--- src/hdl/gfn_pkg.sv ---
// Shared types, widths and codes of the gamut fit toward neutral block.
`timescale 1ns / 1ps
package gfn_pkg;

  localparam int PX_W = 32;
  localparam int W_W = 18;
  localparam int PROD_W = PX_W + W_W;
  localparam int Y_W = PROD_W + 2;
  localparam int V_W = PX_W + 16;
  localparam int D_W = V_W + 2;
  localparam int RW = 49;
  localparam int SCALE_FRAC = 24;
  localparam int DIV_STEPS = SCALE_FRAC;
  localparam int LO_W = 26;
  localparam int SUM_W = 76;
  localparam int ROUND_SHIFT = 40;
  localparam int CFG_IDX_W = 2;

  localparam logic [CFG_IDX_W-1:0] REG_RED = 2'd0;
  localparam logic [CFG_IDX_W-1:0] REG_GREEN = 2'd1;
  localparam logic [CFG_IDX_W-1:0] REG_BLUE = 2'd2;

  localparam logic signed [W_W-1:0] WR_RESET = 18'sd13933;
  localparam logic signed [W_W-1:0] WG_RESET = 18'sd46871;
  localparam logic signed [W_W-1:0] WB_RESET = 18'sd4732;

  typedef enum logic [1:0] {
    PATH_KEEP  = 2'd0,
    PATH_BLACK = 2'd1,
    PATH_WHITE = 2'd2,
    PATH_SCALE = 2'd3
  } fit_path_t;

  typedef struct packed {
    logic signed [PX_W-1:0] red_in;
    logic signed [PX_W-1:0] green_in;
    logic signed [PX_W-1:0] blue_in;
  } pixel_in_t;

  typedef struct packed {
    logic signed [PX_W-1:0] red_out;
    logic signed [PX_W-1:0] green_out;
    logic signed [PX_W-1:0] blue_out;
    logic [1:0] fit_path;
  } pixel_out_t;

  typedef struct packed {
    logic signed [W_W-1:0] red;
    logic signed [W_W-1:0] green;
    logic signed [W_W-1:0] blue;
  } weights_t;

  typedef struct packed {
    fit_path_t path;
    logic [2:0][PX_W-1:0] clip;
    logic [Y_W-1:0] y;
    logic [2:0][D_W-1:0] d;
    logic [2:0] cand;
  } side_t;

endpackage

--- src/hdl/gfn_blend.sv ---
// Two-stage blend toward grey: split product, then sum and round to nearest.
`timescale 1ns / 1ps
module gfn_blend
  import gfn_pkg::*;
(
  input  logic clk,
  input  logic en,
  input  logic signed [D_W-1:0] d,
  input  logic signed [Y_W-1:0] y,
  input  logic [SCALE_FRAC:0] s,
  output logic [PX_W-1:0] res
);

  logic signed [D_W-LO_W+SCALE_FRAC+1:0] prod_hi;
  logic [LO_W+SCALE_FRAC:0] prod_lo;
  logic signed [Y_W-1:0] y1;
  logic signed [SUM_W-1:0] total;

  always_ff @(posedge clk) begin
    if (en) begin
      prod_hi <= $signed(d[D_W-1:LO_W]) * $signed({1'b0, s});
      prod_lo <= d[LO_W-1:0] * s;
      y1 <= y;
    end
  end

  assign total = (SUM_W'(prod_hi) <<< LO_W) + $signed(SUM_W'(prod_lo))
               + (SUM_W'(y1) <<< SCALE_FRAC)
               + (SUM_W'(1) <<< (ROUND_SHIFT - 1));

  always_ff @(posedge clk) begin
    if (en) begin
      res <= total[ROUND_SHIFT+PX_W-1:ROUND_SHIFT];
    end
  end

endmodule

--- config.mk ---
export PLATFORM = sky130hd
export DESIGN_NAME = gfn_blend
export DESIGN_NICKNAME = d
export VERILOG_FILES = /design/src/hdl/gfn_pkg.sv /design/src/hdl/gfn_blend.sv
export SDC_FILE = /design/constraint.sdc
export NUM_CORES = 2
export LEC_CHECK = 0
export ABC_AREA = 1
export BUFFER_PORTS_ARGS = -buffer_cell sky130_fd_sc_hd__buf_2
export CAP_MARGIN = 5
export CORE_ASPECT_RATIO = 0.75
export CORE_MARGIN = 4
export CORE_UTILIZATION = 55
export CTS_CLUSTER_SIZE = 30
export DETAILED_ROUTE_END_ITERATION = 12
export MAX_ROUTING_LAYER = met4
export PLACE_DENSITY = 0.8
export SETUP_SLACK_MARGIN = 0.02
export SLEW_MARGIN = 20
export SYNTH_ARGS = -nofsm -noshare
export SYNTH_HDL_FRONTEND = slang
export SYNTH_SLANG_ARGS = --single-unit
--- constraint.sdc ---
create_clock -name clk -period 24.1 [get_ports clk]
set_input_delay 7.23 -clock clk [delete_from_list [all_inputs] [get_ports clk]]
set_output_delay 7.23 -clock clk [all_outputs]
set_load 0.03 [all_outputs]
# Word-level counts from Yosys, hierarchy flattened
# Cells that the tools add are included.
[totals]
ff_bits = 177
out_inout_bits = 32
elab_cells = 9
[classes]
addsub = 3
multipliers = 2
[ops]
columns = ["cell", "n"]
rows = [
  ["adder 72 x 41 -> 72 bit, second input constant", 1],
  ["adder 72 x 52 -> 72 bit", 1],
  ["adder 72 bit", 1],
  ["multiplier 26 x 25 -> 51 bit", 1],
  ["multiplier 24 x 26 -> 46 bit", 1],
]

# Logic depth before layout (Yosys ltp)
[logic_depth]
word_depth = 3
depth_mapped = 30
mapped_depth_nobuf = 28

# Least setup slack after synthesis
# No wires, ideal clock.
[synth_timing]
path_type = "input to register"
start = "in s[22]"
end = "reg prod_hi[44], data pin"
setup_ps = 253
arrival_ps = 12778
t_required_ps = 23847
setup_slack_ps = 11070
path_stages = 25
path_buffers = 3
cell_sequence = "clkbuf_1 -> clkbuf_1 -> clkbuf_1 -> nand2_1 -> fa_1 -> fa_1 -> inv_1 -> fa_1 -> inv_1 -> fa_1 -> inv_1 -> fa_1 -> fa_1 -> inv_1 -> fa_1 -> inv_1 -> ha_1 -> inv_1 -> o21ai_0 -> a21oi_1 -> o21ai_0 -> a21oi_1 -> nand3_1 -> nand2_1 -> nand2_1"
[synth_between]
elab_chain_len = 1
[synth_lines]
columns = ["element", "line_no", "text"]
rows = [
  ["start: declaration", "gfn_blend.sv:10", "input logic [SCALE_FRAC:0] s,"],
  ["multiplier 24 x 26 -> 46 bit", "gfn_blend.sv:21", "prod_hi <= $signed(d[D_W-1:LO_W]) * $signed({1'b0, s});"],
  ["end signal: assignment", "gfn_blend.sv:21", ""],
  ["end: declaration", "gfn_blend.sv:14", "logic signed [D_W-LO_W+SCALE_FRAC+1:0] prod_hi;"],
]
# No other way between the ends.
# A chain may end at the register's enable or synchronous reset.

# Worst setup path in the final report
[layout_timing]
start = "in s[20]"
end = "reg prod_hi[44], data pin"
# Same word-level chain as after synthesis.

==> results.yml <==
global_route:
  grt_remaining_overflow: 0
  grt_pass1_wl_um: 241300
  antenna_found_initial: 2
  grt_pass1_vias: 45540
  grt_max_degree: 79
  grt_usage: 0.3157
timing:
  finalCriticalPeriod_ns: 13.93
  timing.final.crit_share: 0.5779
  timing.hold.ws_ns: 0.9290
  clock-skew-final_ns: 0.01463
  finalHoldViolCount: 0
  finalSetupViolCount: 0
  setup_ws_ns: 10.17
  fmax_mhz: 71.80
  rsz0062_at_grt: "no"
  worst_slew_pin_slew_ns: 0.9566
  max_slew_margin: 0.3623
  slew_viol_final: 0
  tns_ns: 0
yosys:
  avgSynthCellArea_um2: 7.716
  synth-seq-cells: 153
  synth_top_area_share: 0.4114
  synth_edf_count: 153
  synthDistinctLibCells: 38
  synth_most_common_cell: "inv_1"
  ys_seq_area_frac: 0.08774
  syn_nets: 8460
  synth.cells.most_frequent: "2031 x inv_1, 1903 x nand2_1, 1076 x fa_1"
  yosysWarnings: 0
  synth_top_cell_by_area: "fa_1"
  synth_area_leaders: "fa_1 41%, inv_1 15%, nand2_1 14%, ha_1 11%, edfxtp_1 8.8%"
  synth_top_flop_cell: "edfxtp_1"
  synth_cells: 6786
  synthesis.area_um2: 52360
  synth_async_sr_flop_share: 0
setup_path:
  cp_num_buf_inv: 8
  cpPeakStageDelay_ns: 0.59
  path_max_fanout: 26
  startpoint_type: "input pin"
  crit_top_cell: "fa_1"
  cp_cell_sequence: "buf_2, buf_4, nand2_1, fa_1, inv_1, fa_1, inv_1, fa_1, inv_1, fa_1, fa_1, fa_1, inv_1, fa_1, inv_1, ha_1, inv_1, o21ai_0, a21oi_1, o21ai_0, a21oi_1, nand4_1, nand2_1"
  cp.arrival_ns: 14.13
  crit_path_end_kind: "flop"
  crit_path_top_delay_cell: "fa_1"
  crit_type: "input pin to flop"
  cp.required_ns: 24.30
  path_delay_family: "adder cells"
cells_and_area:
  area_growth_pct: 3.967
  drive_above_1_share: 0.03711
  final_util: 0.5795
  multi_input_area_um2: 39050
  nets: 8371
  regArea_um2: 4594
  fill_cells: 8435
clock_network:
  cts.clk_slew.worst_paths_ns: 0.07
  postCtsSetupBuffers: 0
  root_buffer: "clkbuf_16"
  holdBufCountCts: 0
  clock_path_buffers: 2
  clock_sinks: 153
  cts_tree: "yes"
  cts-htree-levels: 4
  cts-resized-gates: 0
  clk_latency_ns: 0.44
  cts-buffers-inserted: 17
detailed_routing:
  wirelength_um: 147900
  drtIter0Drc: 4323
  final_antenna_net_count: 0
  dr_total_vias: 42720
  first_pass_iters: 6
  detail_route.wl_per_cell_um: 18.61
  vias_per_cell: 5.374
  drc: 0
die:
  start_util: 0.5574
  top_level_ports: 161
  placementRows: 97
  coreArea_um2: 93940
  die_w_um: 364.3
  die_h_um: 275.2
  die-area_um2: 100300
hold_path:
  worstHoldPathType: "flop to flop"
placement:
  io_buffers: 156
  hpwl_um: 117600
  post-place-ws_ns: 9.887
  gp_congestion: 1.013
job:
  maxCapViolCount: 0
outcome:
  outcome: "finished, final reports clean"
[per-layer routing]
metal / global-route usage / vias to the layer above / wire, µm / share of wire
met5: - / - / 0 / 0
met3: 0.07712 / 303 / 18100 / 0.12
met4: 0.07511 / 0 / 3734 / 0.025
met1: 0.4402 / 20980 / 62020 / 0.42
li1: - / 19090 / - / -
met2: 0.4692 / 2350 / 64050 / 0.43
[flip-flops by register name, summed over array words and instances (netlist names)]
| signal | count |
|---|---|
| res | 32 |
| prod_hi | 46 |
| prod_lo | 27 |
| y1 | 48 |
[worst paths after layout]
check	startpoint	to	slack, ns	depth (start not counted)
worst min-delay path	prod_hi[45]	res[31]	0.93	4
worst max-delay path	s[20]	prod_hi[44]	10.17	23
worst max register to register	prod_lo[29]	res[31]	20.96	12
worst min register to register	prod_hi[45]	res[31]	0.93	4
[kinds of logic (layout without fill, tap and decap cells)]
| group | Yosys count | after routing | synth area share |
|---|---|---|---|
| AO/OA/AOI/OAI | 319 | 319 | 0.03369 |
| XOR/XNOR | 66 | 66 | 0.01104 |
| adder cells (fa/ha/maj) | 1545 | 1545 | 0.5234 |
| buffers and inverters | 2323 | 2247 | 0.1665 |
| flip-flops | 153 | 153 | 0.08774 |
| other | 0 | 2 | 0 |
| AND/OR/NAND/NOR | 2380 | 2380 | 0.1776 |
[metrics by stage]
step           cell area (µm²)  instances
2_1_floorplan            52360       6786
3_3_place_gp             53810       7915
3_5_place_dp             53810       7915
4_1_cts                  54440       7947
5_1_grt                  54440       7949
6_report                 54440       7949
[area by class of cell]
class                           instances  area share
Clock buffer                           17    0.007814
Multi-Input combinational cell       4310      0.7173
Tap cell                             1237     0.02843
Inverter                             2031      0.1400
Sequential cell                       153     0.08439
Timing Repair Buffer                  184     0.01832
Antenna cell                            2  0.00009193
Clock inverter                         15    0.003631
[cells in the final DEF, fill, tap and decap left out, drive strengths merged, types with 21 or more instances in the layout]
master,synthesis,final
inv,2031,2041
nand2,1910,1910
fa,1076,1076
ha,469,469
nor2,289,289
buf,8,184
a21oi,166,166
edfxtp,153,153
o21ai,98,98
nand3,92,92
nand4,47,47
xor2,45,45
o21bai,23,23
xnor2,21,21
[worst min-delay path, delay by kind of cell (launching register included)]
family / cells / cell delay [ns]
XOR/XNOR: 2 / 0.27
flip-flops: 1 / 0.35
AND/OR/NAND/NOR: 2 / 0.15
Power is left out: the tool's default activity adds up to more than one toggle a clock period on the data nets, which glitch-free logic cannot reach.
