[src/hdl/gfn_pkg.sv]
// Shared types, widths and codes of the gamut fit toward neutral block.
`timescale 1ns / 1ps
package gfn_pkg;

  localparam int PX_W = 32;
  localparam int W_W = 18;
  localparam int PROD_W = PX_W + W_W;
  localparam int Y_W = PROD_W + 2;
  localparam int V_W = PX_W + 16;
  localparam int D_W = V_W + 2;
  localparam int RW = 49;
  localparam int SCALE_FRAC = 24;
  localparam int DIV_STEPS = SCALE_FRAC;
  localparam int LO_W = 26;
  localparam int SUM_W = 76;
  localparam int ROUND_SHIFT = 40;
  localparam int CFG_IDX_W = 2;

  localparam logic [CFG_IDX_W-1:0] REG_RED = 2'd0;
  localparam logic [CFG_IDX_W-1:0] REG_GREEN = 2'd1;
  localparam logic [CFG_IDX_W-1:0] REG_BLUE = 2'd2;

  localparam logic signed [W_W-1:0] WR_RESET = 18'sd13933;
  localparam logic signed [W_W-1:0] WG_RESET = 18'sd46871;
  localparam logic signed [W_W-1:0] WB_RESET = 18'sd4732;

  typedef enum logic [1:0] {
    PATH_KEEP  = 2'd0,
    PATH_BLACK = 2'd1,
    PATH_WHITE = 2'd2,
    PATH_SCALE = 2'd3
  } fit_path_t;

  typedef struct packed {
    logic signed [PX_W-1:0] red_in;
    logic signed [PX_W-1:0] green_in;
    logic signed [PX_W-1:0] blue_in;
  } pixel_in_t;

  typedef struct packed {
    logic signed [PX_W-1:0] red_out;
    logic signed [PX_W-1:0] green_out;
    logic signed [PX_W-1:0] blue_out;
    logic [1:0] fit_path;
  } pixel_out_t;

  typedef struct packed {
    logic signed [W_W-1:0] red;
    logic signed [W_W-1:0] green;
    logic signed [W_W-1:0] blue;
  } weights_t;

  typedef struct packed {
    fit_path_t path;
    logic [2:0][PX_W-1:0] clip;
    logic [Y_W-1:0] y;
    logic [2:0][D_W-1:0] d;
    logic [2:0] cand;
  } side_t;

endpackage

[src/hdl/gfn_div.sv]
// Pipelined restoring divider giving one quotient bit per register stage.
`timescale 1ns / 1ps
module gfn_div
  import gfn_pkg::*;
(
  input  logic clk,
  input  logic en,
  input  logic [RW-1:0] num,
  input  logic [RW-1:0] den,
  output logic [SCALE_FRAC-1:0] quo
);

  logic [RW-1:0] rem_q [DIV_STEPS];
  logic [RW-1:0] den_q [DIV_STEPS];
  logic [SCALE_FRAC-1:0] quo_q [DIV_STEPS];

  for (genvar k = 0; k < DIV_STEPS; k++) begin : g_step
    logic [RW-1:0] r_in;
    logic [RW-1:0] d_in;
    logic [SCALE_FRAC-1:0] q_in;
    logic [RW-1:0] shifted;
    logic ge;
    if (k == 0) begin : g_first
      assign r_in = num;
      assign d_in = den;
      assign q_in = '0;
    end else begin : g_next
      assign r_in = rem_q[k-1];
      assign d_in = den_q[k-1];
      assign q_in = quo_q[k-1];
    end
    assign shifted = {r_in[RW-2:0], 1'b0};
    assign ge = shifted >= d_in;
    always_ff @(posedge clk) begin
      if (en) begin
        rem_q[k] <= ge ? shifted - d_in : shifted;
        den_q[k] <= d_in;
        quo_q[k] <= {q_in[SCALE_FRAC-2:0], ge};
      end
    end
  end

  assign quo = quo_q[DIV_STEPS-1];

endmodule

[config.mk]
export PLATFORM = sky130hd
export DESIGN_NAME = gfn_div
export DESIGN_NICKNAME = d
export VERILOG_FILES = /design/src/hdl/gfn_pkg.sv /design/src/hdl/gfn_div.sv
export SDC_FILE = /design/constraint.sdc
export NUM_CORES = 2
export LEC_CHECK = 0
export BUFFER_PORTS_ARGS = -buffer_cell sky130_fd_sc_hd__buf_2
export CAP_MARGIN = 30
export CELL_PAD_IN_SITES_DETAIL_PLACEMENT = 0
export CELL_PAD_IN_SITES_GLOBAL_PLACEMENT = 1
export CORE_AREA = 2 2 527 529
export DETAILED_ROUTE_END_ITERATION = 10
export DIE_AREA = 0 0 529 531
export PLACE_DENSITY = 0.92
export RECOVER_POWER = 100
export SLEW_MARGIN = 20
export SYNTH_ARGS = -nofsm -noshare
export SYNTH_HDL_FRONTEND = slang
export SYNTH_SLANG_ARGS = --single-unit
[constraint.sdc]
create_clock -name clk -period 8.5 [get_ports clk]
set_input_delay 0.85 -clock clk [delete_from_list [all_inputs] [get_ports clk]]
set_output_delay 0.85 -clock clk [all_outputs]
set_load 0.005 [all_outputs]
* Word-level counts from Yosys, hierarchy flattened
Memory sizes are Yosys's and may differ from the RTL's. Index checks and enable logic that the tools add are counted.
Storage, ports and cells: register bits 0, latch bits 0, memory bits (writable) 2928, ROM bits 0, output and inout port bits 24, word-level logic and storage cells 77, memories 3
Cells by class: add/subtract/negate cells 24, multiply operators 0, divide/modulo/power cells 0, magnitude comparators 24, equal/unequal tests 0, shift-type cells 0, multiplexer cells 26, bitwise gates (word level) 0, reduce and logical (&&, ||, !) cells 0
Memory list:
- den_q | depth 24, width 49, read ports 23, clocked after memory_dff 0, write ports 24, RTL line gfn_div.sv:14 | logic [RW-1:0] den_q [DIV_STEPS];
- rem_q | depth 24, width 49, read ports 23, clocked after memory_dff 0, write ports 24, RTL line gfn_div.sv:13 | logic [RW-1:0] rem_q [DIV_STEPS];
- quo_q | depth 24, width 24, read ports 24, clocked after memory_dff 0, write ports 24, RTL line gfn_div.sv:15 | logic [SCALE_FRAC-1:0] quo_q [DIV_STEPS];
Operators with widths (number):
- 49-bit >= comparator | 24
- 49-bit 2-to-1 mux | 24
- 49-bit subtractor | 24
- 1-bit 2-to-1 mux | 2

* Depth between registers and ports, before layout
An unclocked memory read counts as a cell.
depth in word-level cells 3, gate-level depth with buffers 17

* Worst setup path before layout
Ideal clock, no wire load.
kind input-to-reg, start input port den[2], end memory rem_q[0][41], data pin, setup time 260 ps, arrival time 3747 ps, required time 8240 ps, setup slack 4493 ps, stages 15, path buffers 2, path through inv_1 -> ha_1 -> o21a_1 -> o31ai_1 -> a211oi_1 -> o211ai_1 -> a211oi_1 -> o31ai_1 -> o21ai_1 -> and3_1 -> o31ai_1 -> a31oi_1 -> buf_2 -> buf_2 -> mux2_2
RTL lines:
- start: declaration | RTL line gfn_div.sv:9 | input logic [RW-1:0] den,
- end: declaration | RTL line gfn_div.sv:13

==> reports/metrics.cfg <==
[die]
ios=124
core_um2=275000
die_y_um=531
initial_utilization=0.556
fp.dieW_um=529
dieArea_um2=281000
num_rows=193

[grt]
overflow=0
grt_max_degree=198
track_usage=0.251
grt_pass1_vias=108000
antenna_found_initial=5
grt_pass1_wl_mm=557

[sta]
hold_viol=0
setup_viol=0
finalMaxSlewViolations=2427
worstMarginPinSlew_ps=7320
tns_ps=0
fin_ws_ps=1400
min_period_ps=7100
rsz0062_at_grt=no
period_share=0.836
max_slew_margin=-3.88
worst_hold_slack_ps=129
finalClockSkew_ps=62.5
max_freq_ghz=0.141

[yosys]
synth_cell_types=94
yosysTopAreaCellShare=0.496
synth_edf_count=2531
ys_ff_latch=2531
yosysWarnings=0
synth_top_area_cell=edfxtp_1
ys_seq_area_frac=0.496
ys_top_cells_by_area=edfxtp_1 50%, ha_1 9.6%, a21oi_1 4.2%, mux2_2 4.1%, inv_1 3.6%
synthesis.nets=15500
synthFlopType=edfxtp_1
syn_area_per_cell_um2=10.8
syn-cell-area_um2=153000
ys_async_sr_fraction=0
syn_inst=14200

[clock_network]
clkLatencyLatePin_ps=930
cts_resized=0
holdBufCountCts=0
path_clk_slew_ps=60
cts_tree=yes
cts_setup_buffers=0
cts_root_buffer=clkbuf_16
cts_inserted_buffers=288
cts.path.max_buffers=4
htreeDepth=5
clock_sinks=2531

[worst_setup_path]
reg2regPathDepth=14
worst_setup_path_start_kind=flop
critPathKind=reg2reg
path_cells=ha_1, o21a_1, o31a_1, nor4_1, or2_2, a2111oi_0, o21ai_0, a211oi_1, o211ai_1, a31o_2, and2_0, inv_1, buf_12, mux2_1
critPathTopFamily=compound AO/OA/AOI/OAI gates
critPathBufInv=2
critPathRequiredTime_ps=9160
max_stage_delay_ps=1310
path_max_fanout=31
critical-path-slowest-cell=a2111oi_0
cp-end-kind=flop
cp_data_arrival_time_ps=7760
cp.depth=14

[detailed_routing]
wirelength_mm=357
met1_length_mm=115
vias_per_cell=5.77
vias=105000
ant_nets=0
dr_wl_met2_mm=194
drtPass1Iterations=7
wire_per_inst_um=19.6
wl_met3_mm=9.22
drtIter0Drc=4857
drcViolationCount=0
top_layer=met4

[final_layout]
nNetsFinal=15600
fin_area_um2=166000
fill_cells=22500
post-route-util=0.604
drive_gt1_frac=0.0789
regArea_um2=76000
syn2layout_area_growth_pct=8.55
multiInputGateArea_um2=69900

[place]
gp_congestion=0.951
place_ws_ps=2750
hpwl_mm=279
placed_area_um2=158000
port_buffers=122

[status]
status=finished, violations left
violations=capacitance limit, slew limit

[power_and_ir_drop]
leakagePower_nw=69.3
vdd_ir_drop_max_mv=0.193
power_density_nw_per_um2=380

[min_path]
holdPathStages=1
hp-class=in2reg

[flow_run]
cap_violations=34

[cell type report]
class / count / area share
Sequential cell: 2531 / 0.457
Multi-Input combinational cell: 9813 / 0.420
Clock buffer: 368 / 0.0464
Inverter: 1463 / 0.0330
Tap cell: 3607 / 0.0271
Clock inverter: 149 / 0.00842
Timing Repair Buffer: 225 / 0.00742
Antenna cell: 12 / 0.000181
[cells by family after synthesis]
logic type | synth area share
flip-flops | 0.496
AND/OR/NAND/NOR | 0.0968
multiplexers | 0.0436
AO/OA/AOI/OAI | 0.163
XOR/XNOR | 0.0539
adder cells (fa/ha/maj) | 0.0990
buffers and inverters | 0.0474
[state kept, by name, summed over array words and instances, names as in the netlist]
| signal | cells |
|---|---|
| den_q | 1127 |
| quo_q | 300 |
| rem_q | 1104 |
[synthesized netlist by cell type (all sizes together), types with 156 or more instances]
master / number
o21bai: 177
nor3: 156
mux2: 565
o21ai: 869
nor2b: 182
ha: 1175
nand3: 235
nor2: 755
nand2: 926
xnor2: 579
edfxtp: 2531
a21oi: 1294
clkbuf: 353
inv: 1463
a21o: 699
nand4: 244
xor2: 363
[metrics by stage]
| step | total power, mW | instances |
|---|---|---|
| floorplan | 43.3 | 14200 |
| global placement | 50.8 | 17600 |
| detailed placement | 51.1 | 17600 |
| CTS | 63.4 | 18200 |
| global route | 67.5 | 18200 |
| finish | 63.2 | 18200 |
[worst paths after layout]
kind,slack (ps),startpoint,end
max,1400,rem_q[2][100]$_DFFE_PP_,rem_q[2][154]$_DFFE_PP_
min,130,den[2],den_q[0][2]$_DFFE_PP_
max reg2reg,1400,rem_q[2][100]$_DFFE_PP_,rem_q[2][154]$_DFFE_PP_
min reg2reg,410,quo_q[1][104]$_DFFE_PP_,quo_q[1][129]$_DFFE_PP_
[where the power goes]
part / leakage [nW] / switching (mW) / total [mW] / internal [mW]
combinational: 40.0 / 17.8 / 31.0 / 13.2
sequential: 24.8 / 1.67 / 20.1 / 18.5
clock: 4.45 / 4.97 / 12.1 / 7.12
[per-layer routing]
layer | vias to the layer above | track usage
met5 | - | 0
met1 | 49200 | 0.212
met2 | 2168 | 0.502
met3 | 1174 | 0.0242
met4 | 0 | 0.236
li1 | 52300 | -
[layout by cell type, fill, tap and decap left out, drive strengths merged, types with 24 or more instances in the layout]
cell type,Yosys,routed
nor2b,182,182
o211ai,49,49
clkbuf,353,461
o21ai,869,869
nand4,244,244
nand3,235,235
or3,50,50
nor3,156,156
a21oi,1294,1294
a2111oi,29,29
a211o,28,28
ha,1175,1175
mux2i,29,29
o31a,36,36
nand2,926,926
a31o,26,26
xor2,363,363
nand2b,152,152
a211oi,85,85
and2,70,70
o21a,154,154
and4,28,28
or2,37,37
edfxtp,2531,2531
a31oi,143,143
a21o,699,699
o21bai,177,177
a221oi,24,24
and3,130,130
nor4,49,49
mux2,565,565
o31ai,94,94
clkinv,0,112
buf,88,128
xnor2,579,579
a21boi,52,52
inv,1463,1471
nor2,755,755
(Power assumes the default switching activity.)
